### src/sv/hsr_pkg.sv
// ----------------------------------------------------------------------------
// hsr_pkg
// Shared types, constants and helpers of the hexagonal RGB rescaler.
// ----------------------------------------------------------------------------
package hsr_pkg;

	localparam int MAX_EXPONENT = 2;
	localparam int SEPT_BASE    = 7;

	localparam int CHAN_W   = 8;
	localparam int NUM_CHAN = 3;
	localparam int PIX_W    = CHAN_W * NUM_CHAN;
	localparam int EXP_W    = 2;
	localparam int POS_W    = 6;
	localparam int SUM_W    = 14;
	localparam int CFG_IDX_W = 1;
	localparam int CFG_DATA_W = 2;

	localparam int RECIP_SHIFT = 20;
	localparam int RECIP_W     = RECIP_SHIFT + 1;
	localparam int SIZE_ONE    = 1;
	localparam int SIZE_SEVEN  = SEPT_BASE;
	localparam int SIZE_MAX    = SEPT_BASE * SEPT_BASE;
	localparam int RECIP_ONE   = 1 << RECIP_SHIFT;
	localparam int RECIP_SEVEN = ((1 << RECIP_SHIFT) + SIZE_SEVEN - 1) / SIZE_SEVEN;
	localparam int RECIP_MAX   = ((1 << RECIP_SHIFT) + SIZE_MAX - 1) / SIZE_MAX;

	localparam logic [CFG_IDX_W-1:0] REG_DIRECTION = 1'b0;
	localparam logic [CFG_IDX_W-1:0] REG_EXPONENT  = 1'b1;

	localparam logic DIR_DOWN = 1'b0;
	localparam logic DIR_UP   = 1'b1;

	typedef struct packed {
		logic accumulate;
		logic finish;
		logic pass;
		logic clear;
		logic advance;
	} lane_ctl_t;

	function automatic logic [EXP_W-1:0] clamp_exp(input logic [EXP_W-1:0] e);
		logic [EXP_W-1:0] r;
		r = e;
		if (int'(e) > MAX_EXPONENT) begin
			r = EXP_W'(MAX_EXPONENT);
		end
		return r;
	endfunction

	function automatic logic [POS_W-1:0] group_size(input logic [EXP_W-1:0] e);
		logic [POS_W-1:0] r;
		r = POS_W'(SIZE_ONE);
		case (clamp_exp(e))
			2'd0:    r = POS_W'(SIZE_ONE);
			2'd1:    r = POS_W'(SIZE_SEVEN);
			default: r = POS_W'(SIZE_MAX);
		endcase
		return r;
	endfunction

	function automatic logic [RECIP_W-1:0] group_recip(input logic [EXP_W-1:0] e);
		logic [RECIP_W-1:0] r;
		r = RECIP_W'(RECIP_ONE);
		case (clamp_exp(e))
			2'd0:    r = RECIP_W'(RECIP_ONE);
			2'd1:    r = RECIP_W'(RECIP_SEVEN);
			default: r = RECIP_W'(RECIP_MAX);
		endcase
		return r;
	endfunction

endpackage

### src/sv/hsr_lane.sv
// ----------------------------------------------------------------------------
// hsr_lane
// One color channel: group accumulator, finished-sum stage and a
// reciprocal-multiply stage that yields the truncated average.
// ----------------------------------------------------------------------------
module hsr_lane (
	input  logic                    clk,
	input  logic                    arst_n,
	input  hsr_pkg::lane_ctl_t      ctl,
	input  logic [hsr_pkg::CHAN_W-1:0]  chan,
	input  logic [hsr_pkg::RECIP_W-1:0] recip,
	output logic [hsr_pkg::CHAN_W-1:0]  avg_s2
);
	import hsr_pkg::*;

	localparam int PROD_W = SUM_W + RECIP_W;

	logic [SUM_W-1:0]  sum_q;
	logic [SUM_W-1:0]  sum_next;
	logic [SUM_W-1:0]  val_s1;
	logic [PROD_W-1:0] prod;

	assign sum_next = sum_q + SUM_W'(chan);
	assign prod     = PROD_W'(val_s1) * PROD_W'(recip);

	always_ff @(posedge clk or negedge arst_n) begin
		if (!arst_n) begin
			sum_q <= '0;
		end else if (ctl.clear || ctl.finish) begin
			sum_q <= '0;
		end else if (ctl.accumulate) begin
			sum_q <= sum_next;
		end
	end

	always_ff @(posedge clk) begin
		if (ctl.finish) begin
			val_s1 <= sum_next;
		end else if (ctl.pass) begin
			val_s1 <= SUM_W'(chan);
		end
		if (ctl.advance) begin
			avg_s2 <= prod[RECIP_SHIFT +: CHAN_W];
		end
	end

endmodule

### src/sv/hsr_merge.sv
// ----------------------------------------------------------------------------
// hsr_merge
// Output register: combines the lane averages into one pixel and sends it
// the requested number of times, marking the last copy.
// ----------------------------------------------------------------------------
module hsr_merge (
	input  logic                       clk,
	input  logic                       arst_n,
	input  logic                       in_valid,
	output logic                       in_ready,
	input  logic [hsr_pkg::PIX_W-1:0]  in_pixel,
	input  logic [hsr_pkg::POS_W-1:0]  in_copies,
	output logic                       m_tvalid,
	input  logic                       m_tready,
	output logic [hsr_pkg::PIX_W-1:0]  m_tdata,
	output logic                       m_tlast
);
	import hsr_pkg::*;

	logic [POS_W-1:0] left_q;
	logic             valid_q;
	logic [PIX_W-1:0] pixel_q;

	assign m_tvalid = valid_q;
	assign m_tdata  = pixel_q;
	assign m_tlast  = (left_q == '0);
	assign in_ready = !valid_q || (m_tready && m_tlast);

	always_ff @(posedge clk or negedge arst_n) begin
		if (!arst_n) begin
			valid_q <= 1'b0;
			left_q  <= '0;
		end else if (in_valid && in_ready) begin
			valid_q <= 1'b1;
			left_q  <= in_copies - POS_W'(1);
		end else if (valid_q && m_tready) begin
			if (m_tlast) begin
				valid_q <= 1'b0;
			end else begin
				left_q <= left_q - POS_W'(1);
			end
		end
	end

	always_ff @(posedge clk) begin
		if (in_valid && in_ready) begin
			pixel_q <= in_pixel;
		end
	end

endmodule

### src/sv/hex_septree_rgb_rescaler_core.sv
// ----------------------------------------------------------------------------
// hex_septree_rgb_rescaler_core
// Box-average decimation and replication upsampling of RGB pixels that
// arrive in septree order, by a group size of 1, 7 or 49.
// ----------------------------------------------------------------------------
// Pixels enter on the s_t* channel, one pixel per beat, red in the low byte.
// Results leave on the m_t* channel in the same layout, with m_tlast set on
// the final copy of a replicated pixel and on every averaged pixel.
// The cfg channel writes direction (index 0) and factor_exponent (index 1);
// any write drops a partial group. cfg_ready is always high.
// In down mode one pixel can be taken every cycle unless the receiver stalls,
// and an average appears one beat per group. In up mode each pixel yields G
// output beats, one per cycle while m_tready is high, and the next pixel is
// taken while copies go out. The accepting edge loads the lane stage; the
// reciprocal multiply and the output register are then loaded in turn, and
// the first result beat of a pixel or group is valid from the output register.
// Three channel lanes work in parallel and the output register merges them.
// When the receiver stalls, the output register holds its beat and the two
// stages behind it fill before s_tready drops.
// Reset clears the group sums and the pipeline, selects down mode and sets
// the exponent to one.
// ----------------------------------------------------------------------------
module hex_septree_rgb_rescaler_core (
	input  logic                              clk,
	input  logic                              arst_n,
	input  logic                              s_tvalid,
	output logic                              s_tready,
	input  logic [hsr_pkg::PIX_W-1:0]         s_tdata,  // red_in, green_in, blue_in
	output logic                              m_tvalid,
	input  logic                              m_tready,
	output logic [hsr_pkg::PIX_W-1:0]         m_tdata,  // red_out, green_out, blue_out
	output logic                              m_tlast,
	input  logic                              cfg_valid,
	output logic                              cfg_ready,
	input  logic [hsr_pkg::CFG_IDX_W-1:0]     cfg_index,
	input  logic [hsr_pkg::CFG_DATA_W-1:0]    cfg_data
);
	import hsr_pkg::*;

	logic                dir_q;
	logic [EXP_W-1:0]    exp_q;
	logic [POS_W-1:0]    pos_q;
	logic [POS_W-1:0]    size;
	logic [POS_W:0]      pos_inc;
	logic                group_end;
	logic                cfg_wr;
	logic                accept;
	logic                load_s1;
	logic                valid_s1;
	logic                valid_s2;
	logic [POS_W-1:0]    copies_s1;
	logic [POS_W-1:0]    copies_s2;
	logic [RECIP_W-1:0]  recip_s1;
	logic                adv_s2;
	logic                adv_s3;
	logic                s1_free;
	logic                s2_free;
	logic                merge_ready;
	lane_ctl_t           ctl;
	logic [NUM_CHAN-1:0][CHAN_W-1:0] chan_in;
	logic [NUM_CHAN-1:0][CHAN_W-1:0] chan_avg;

	assign cfg_ready = 1'b1;
	assign cfg_wr    = cfg_valid && cfg_ready;

	assign size      = group_size(exp_q);
	assign pos_inc   = {1'b0, pos_q} + (POS_W+1)'(1);
	assign group_end = (pos_inc >= {1'b0, size});

	assign adv_s3   = valid_s2 && merge_ready;
	assign s2_free  = !valid_s2 || adv_s3;
	assign adv_s2   = valid_s1 && s2_free;
	assign s1_free  = !valid_s1 || adv_s2;
	assign s_tready = s1_free;
	assign accept   = s_tvalid && s_tready;

	assign ctl.accumulate = accept && (dir_q == DIR_DOWN);
	assign ctl.finish     = accept && (dir_q == DIR_DOWN) && group_end;
	assign ctl.pass       = accept && (dir_q == DIR_UP);
	assign ctl.clear      = cfg_wr;
	assign ctl.advance    = adv_s2;
	assign load_s1        = ctl.finish || ctl.pass;

	assign chan_in = s_tdata;

	always_ff @(posedge clk or negedge arst_n) begin
		if (!arst_n) begin
			dir_q    <= DIR_DOWN;
			exp_q    <= EXP_W'(1);
			pos_q    <= '0;
			valid_s1 <= 1'b0;
			valid_s2 <= 1'b0;
		end else begin
			if (cfg_wr) begin
				unique case (cfg_index)
					REG_DIRECTION: dir_q <= cfg_data[0];
					REG_EXPONENT:  exp_q <= cfg_data;
					default:       ;
				endcase
				pos_q <= '0;
			end else if (ctl.accumulate) begin
				pos_q <= group_end ? '0 : pos_inc[POS_W-1:0];
			end
			if (load_s1) begin
				valid_s1 <= 1'b1;
			end else if (adv_s2) begin
				valid_s1 <= 1'b0;
			end
			if (adv_s2) begin
				valid_s2 <= 1'b1;
			end else if (adv_s3) begin
				valid_s2 <= 1'b0;
			end
		end
	end

	always_ff @(posedge clk) begin
		if (load_s1) begin
			copies_s1 <= ctl.pass ? size : POS_W'(SIZE_ONE);
			recip_s1  <= ctl.pass ? RECIP_W'(RECIP_ONE) : group_recip(exp_q);
		end
		if (adv_s2) begin
			copies_s2 <= copies_s1;
		end
	end

	for (genvar i = 0; i < NUM_CHAN; i++) begin : g_lane
		hsr_lane u_lane (
			.clk    (clk),
			.arst_n (arst_n),
			.ctl    (ctl),
			.chan   (chan_in[i]),
			.recip  (recip_s1),
			.avg_s2 (chan_avg[i])
		);
	end

	hsr_merge u_merge (
		.clk       (clk),
		.arst_n    (arst_n),
		.in_valid  (valid_s2),
		.in_ready  (merge_ready),
		.in_pixel  (chan_avg),
		.in_copies (copies_s2),
		.m_tvalid  (m_tvalid),
		.m_tready  (m_tready),
		.m_tdata   (m_tdata),
		.m_tlast   (m_tlast)
	);

	a_pos_in_group: assert property (@(posedge clk) disable iff (!arst_n)
		pos_q < size)
		else $error("group position reached the group size");

	a_s1_no_overwrite: assert property (@(posedge clk) disable iff (!arst_n)
		load_s1 |-> (!valid_s1 || adv_s2))
		else $error("finished sum loaded over a pending one");

	a_copies_continue: assert property (@(posedge clk) disable iff (!arst_n)
		(m_tvalid && !m_tlast) |=> m_tvalid)
		else $error("replicated pixel ended before its last copy");

endmodule
### config.mk
export PLATFORM = sky130hd
export DESIGN_NAME = hex_septree_rgb_rescaler_core
export DESIGN_NICKNAME = d
export VERILOG_FILES = /design/src/sv/hsr_pkg.sv /design/src/sv/hsr_lane.sv /design/src/sv/hsr_merge.sv /design/src/sv/hex_septree_rgb_rescaler_core.sv
export SDC_FILE = /design/constraint.sdc
export NUM_CORES = 1
export LEC_CHECK = 0
export BUFFER_PORTS_ARGS = -buffer_cell sky130_fd_sc_hd__buf_2
export CORE_AREA = 2 2 147 293
export DETAILED_ROUTE_END_ITERATION = 8
export DIE_AREA = 0 0 149 295
export HOLD_SLACK_MARGIN = 0.12
export PLACE_DENSITY = 0.81
export SLEW_MARGIN = 15
export SYNTH_ARGS = -nofsm -noshare
export SYNTH_HDL_FRONTEND = slang
export SYNTH_SLANG_ARGS = --single-unit
export TNS_END_PERCENT = 10
### constraint.sdc
create_clock -name clk -period 6 [get_ports clk]
set_input_delay 0 -clock clk [delete_from_list [all_inputs] [get_ports clk]]
set_output_delay 0 -clock clk [all_outputs]
set_load 0.005 [all_outputs]
* Word-level counts from Yosys, hierarchy flattened
Cells that the tools add are included.
** Word-level totals
- Output and inout port bits :: 28
- Bits in registers :: 183
- Word-level logic and storage cells :: 95
- Input bits :: 32
** Operators by class
- Eq/ne operators :: 3
- Reduce and logical (&&, ||, !) cells :: 30
- $lt $le $gt $ge :: 2
- $add $sub $neg :: 6
- Muxes and demuxes :: 29
- Bitwise logic cells :: 2
- Multipliers :: 3
** Operators with widths (count)
- $mux W14 :: 12
- $mul A14 B21 Y28 :: 3
- $add A14 B8 Y14 :: 3
- $pmux W21 S2 :: 1
- $mux W6 :: 6
- $reduce_bool A2 Y1 :: 7
- $pmux W6 S2 :: 1
- $sub A6 B1 Y6 const B :: 2
- $logic_and A1 B1 Y1 :: 8
- $reduce_and A2 Y1 :: 4
- $add A6 B1 Y7 const B :: 1
- $ge A7 B6 Y1 :: 1
- $mux W1 :: 7
- $logic_not A6 Y1 :: 1
- $logic_or A1 B1 Y1 :: 5
- $eq A2 B1 Y1 const B :: 2
- $logic_not A2 Y1 :: 2
- $mux W2 :: 2
- $logic_not A1 Y1 :: 3
- $gt A2 B2 Y1 const B :: 1
- $ne A2 B2 Y1 const B :: 1
- $not A1 Y1 :: 2

* Longest topological paths before layout
- Depth after elaboration :: 14
- Mapped depth :: 23

* Cells and area by module
A second synthesis with hierarchy kept.
** Unflattened totals
- Cells, all modules :: 3350
- Area total of the unflattened synthesis :: 31536.5 µm²
** Modules (own cells, without submodules)
- hsr_lane (g_lane[2].u_lane) :: times used 1, cells each 1061, area an instance 9789.4 µm²
- hsr_lane (g_lane[0].u_lane) :: times used 1, cells each 1064, area an instance 9781.9 µm²
- hsr_lane (g_lane[1].u_lane) :: times used 1, cells each 1046, area an instance 9676.8 µm²
- hsr_merge :: times used 1, cells each 87, area an instance 1291.2 µm²
- hex_septree_rgb_rescaler_core :: times used 1, cells each 92, area an instance 997.2 µm²

* Least setup slack after synthesis
No wires, ideal clock.
- Path kind :: register -> register
- Start point :: register recip_s1[12]
- End point :: register g_lane[2].u_lane.avg_s2[7] (netlist bit), data pin
- Setup time :: 255 ps
- Stages on the path, launching flop included :: 23
- Data arrival time :: 5921 ps
- Path slack :: -176 ps
- Period minus slack after synthesis :: 6176 ps
- Cells stage by stage :: edfxtp_1 clkbuf_1 clkbuf_1 nand2_1 inv_1 ha_1 fa_1 inv_1 fa_1 inv_1 fa_1 fa_1 inv_1 fa_1 inv_1 ha_1 and3_1 o21ai_0 a21oi_1 nor4_1 a21oi_1 or4_1 and3_1
** Between the ends
- Cells in the longest elaborated chain, start to end :: 1
** Ends and longest elaborated chain
- start, declared :: line hex_septree_rgb_rescaler_core.sv:53 : logic [RECIP_W-1:0] recip_s1;
- start signal, assigned :: line hex_septree_rgb_rescaler_core.sv:120 : recip_s1 <= ctl.pass ? RECIP_W'(RECIP_ONE) : group_recip(exp_q);
- $mul A14 B21 Y28 :: line hsr_lane.sv:24 : assign prod = PROD_W'(val_s1) * PROD_W'(recip);
- net g_lane[2].u_lane.prod[27] :: line hsr_lane.sv:21 : logic [PROD_W-1:0] prod;
- end signal, assigned :: line hsr_lane.sv:43 : avg_s2 <= prod[RECIP_SHIFT +: CHAN_W];
- end, declared :: line hsr_lane.sv:12 : output logic [hsr_pkg::CHAN_W-1:0] avg_s2
The timed path passes the listed nets, and every way through them passes these cells.
A chain may end at the register's enable or synchronous reset.

* Worst setup path after layout
- Start point :: register recip_s1[17]
- End point :: register g_lane[2].u_lane.avg_s2[7] (netlist bit), data pin
The elaborated chain is that of the path after synthesis.

==> results.md <==
* WS Path Type: reg2reg
* Share of flip-flops with an asynchronous set or reset at 0.380
* Clock period minus worst slack at 6.15 ns
* Pin count of the biggest net entering global routing at 61
* WL per Instance at 21.1 um
* Via density at 5.56
* Reg2Reg Depth at 23
* Slowest stage cell, crit path: fa_1
* DR iter-0 viols at 821
* Clock Latency Late Sink at 0.47 ns
* Clock transition at the registers of the reported paths at 0.08 ns
* Leading cell types in the layout, fill and taps excluded: 516 x inv_1, 370 x ha_1, 340 x fa_1
* Drt total wl at 60.7 mm
* Initial antenna violation count at 1
* F_max at 163 MHz
* Worst slew pin tran at 1.13 ns
* Ant. Diodes at 0
* Yosys reg bits at 158
* Final setup TNS at -0.261 ns
* Slowest stage delay, CP at 0.53 ns
* Die area at 0.0440 mm^2
* Finish-stage setup viols at 3
* R2R setup slack at -0.15 ns
* Worst Hold Class: in2async
* Post-synthesis cell count at 2,150
* NumNets Final at 3,067
* Ys Warns at 0
* # port buffers at 58
* Fraction of layout cells with a size suffix above 1 at 0.109
* CP Capture Type: register
* Grt total ovfl at 0
* Outcome: finished, violations left
* Crit share post-route at 1.03
* Pre-CTS setup slack at -0.0431 ns
* Final Core Density at 0.608
* Drt drc at 0
* PnR worst setup slack at -0.153 ns
* Root Driver: clkbuf_16
* Reg-to-reg endpoint: g_lane[2].u_lane.avg_s2[7]
* Worst Skew at 0.0159 ns
* Routability cong. at 1.03
* P&R area growth vs syn at 11.7%
* Post-synth EDFFs at 98
* Initial Utilization at 0.544
* Most common cell after layout, fill and taps aside: inv_1
* RSZ-0062 raised after global routing: true
* Yosys cell types at 76
* CTS tree: yes
* Max-cap violations at 0
* Worst EP required at 6.22 ns
* Critical Path Source Type: register
* Die Y at 295 um
* Mapped cell area at 0.0227 mm^2
* Fin. Hold Viols at 0
* Crit-path most repeated cell: fa_1
* CP Data Arrival Time at 6.38 ns
* Global-route wire length before repair at 94.4 mm
* Mean Syn Cell Area at 10.5 um^2
* Number of global-route vias before repair at 18,100
* CP max FO at 27
* Critical R2R Launch: recip_s1[17]
* Clock sink total at 158
* Gr usage total at 0.288
* Violated checks: setup timing
* Clock Path Buffers at 2
* Antenna violation net count after detailed routing at 0
* Mapped Nets at 2,896
* Max-slew violations at 0
* Inserted Clock Buffers at 17
* TritonRoute pass-1 iters at 5
* Post-detail-place hpwl at 51.6 mm
* Sequential area share after synthesis at 0.196
* Worst relative slew slack at 0.246
* Core Rows at 106
* Core ar. at 0.0416 mm^2
* Chip width at 149 um
* Via count at 16,000
* Synth Flop Type: edfxtp_1
* Num ports at 60
* Critical path cell sequence: buf_12 -> and2_2 -> o21a_1 -> ha_1 -> nand2b_1 -> fa_1 -> fa_1 -> inv_1 -> fa_1 -> inv_1 -> fa_1 -> fa_1 -> ha_4 -> and4_4 -> o2111ai_2 -> nor4b_2 -> nor4_2 -> buf_4 -> a21oi_2 -> buf_4 -> buf_4 -> nand4_1 -> and3_1
* H-Tree Depth at 4
## flip-flops by register name, indices dropped and copies added, names as in the netlist, 4 cells and up
| register | cells |
|---|---|
| pos_q | 6 |
| g_lane.u_lane.avg_s2 | 24 |
| recip_s1 | 4 |
| g_lane.u_lane.val_s1 | 42 |
| u_merge.m_tdata | 24 |
| u_merge.left_q | 6 |
| g_lane.u_lane.sum_q | 42 |
## worst max-delay path, delay by kind of cell (launching register included)
kind            cells  cell delay (ns)
fa+ha+maj           7             2.90
simple gates        7             1.38
buf+inv             6             0.67
compound gates      3             0.51
flops               1             0.42
## through the flow
step | hold WS (ns) | instance area (um^2) | cells
finish | 0.247 | 25300 | 2874
global route | 0.333 | 25300 | 2874
CTS | 0.284 | 25200 | 2873
detailed placement | 0.224 | 24200 | 2803
global placement | 0.217 | 24200 | 2803
floorplan | -0.296 | 22700 | 2150
## kinds of logic (layout without fill, tap and decap cells)
| family | Yosys count | after routing | synth area share |
|---|---|---|---|
| AO/OA/AOI/OAI | 252 | 252 | 0.0755 |
| XOR/XNOR | 82 | 82 | 0.0317 |
| adder cells (fa/ha/maj) | 714 | 714 | 0.507 |
| buffers and inverters | 546 | 730 | 0.0914 |
| flip-flops | 158 | 158 | 0.196 |
| multiplexers | 25 | 25 | 0.0124 |
| other | 1 | 1 | 0.000165 |
| AND/OR/NAND/NOR | 372 | 372 | 0.0856 |
## how the worst max path moves through the flow
stage / to / startpoint / slack, ns / cells past startpoint
floorplan: g_lane[2].u_lane.avg_s2[7] / recip_s1[12] / -0.01 / 21
global placement: g_lane[2].u_lane.avg_s2[7] / recip_s1[12] / -0.03 / 22
detailed placement: g_lane[2].u_lane.avg_s2[7] / recip_s1[12] / -0.04 / 22
CTS: g_lane[2].u_lane.avg_s2[7] / recip_s1[12] / -0.05 / 20
global route: g_lane[2].u_lane.avg_s2[7] / recip_s1[17] / -0.26 / 23
finish: g_lane[2].u_lane.avg_s2[7] / recip_s1[17] / -0.15 / 23
## cell usage after synthesis (15+ instances only)
cell	count	area, um^2
edfxtp_1	98	2940
a22o_1	28	245
inv_1	516	1940
a21o_1	27	203
clkbuf_1	21	78.8
xnor2_1	67	587
nor3_1	21	105
o21ai_0	30	150
fa_1	341	6830
dfrtp_1	59	1480
ha_1	373	4670
mux2_2	24	270
nand3_1	16	80.1
nor2_1	66	248
nand2_1	95	357
and2_1	105	657
xor2_1	15	131
a21oi_1	53	265
o21a_1	16	120
o21ai_1	21	105
## per-layer routing
metal | global-route usage | share of wire | vias to the layer above
li1 | - | - | 7268
met1 | 0.266 | 0.32 | 7897
met2 | 0.549 | 0.55 | 508
met3 | 0.0281 | 0.027 | 314
met4 | 0.252 | 0.11 | 2
met5 | 0 | 0.00021 | -
## repair_timing
| item | CTS | global route |
|---|---|---|
| endpoints found under the setup margin | 7 | 19 |
| pin swaps | 6 | 4 |
| setup buffers | 3 | 1 |
| resized for setup | 14 | 33 |
| hold endpoints to repair | 102 | 0 |
| hold buffers | 35 | 0 |
## layout make-up
class | instances | area, um^2
clock buffer | 19 | 443
clock inverter | 13 | 121
fill | 3407 | 16300
inverter | 517 | 1940
multi-input combinational | 1446 | 16300
sequential | 158 | 4450
tap | 540 | 676
timing repair buffer | 181 | 1340
Power is not shown: default switching activity piles up to over one toggle a cycle in this logic, so the estimate is an artifact.
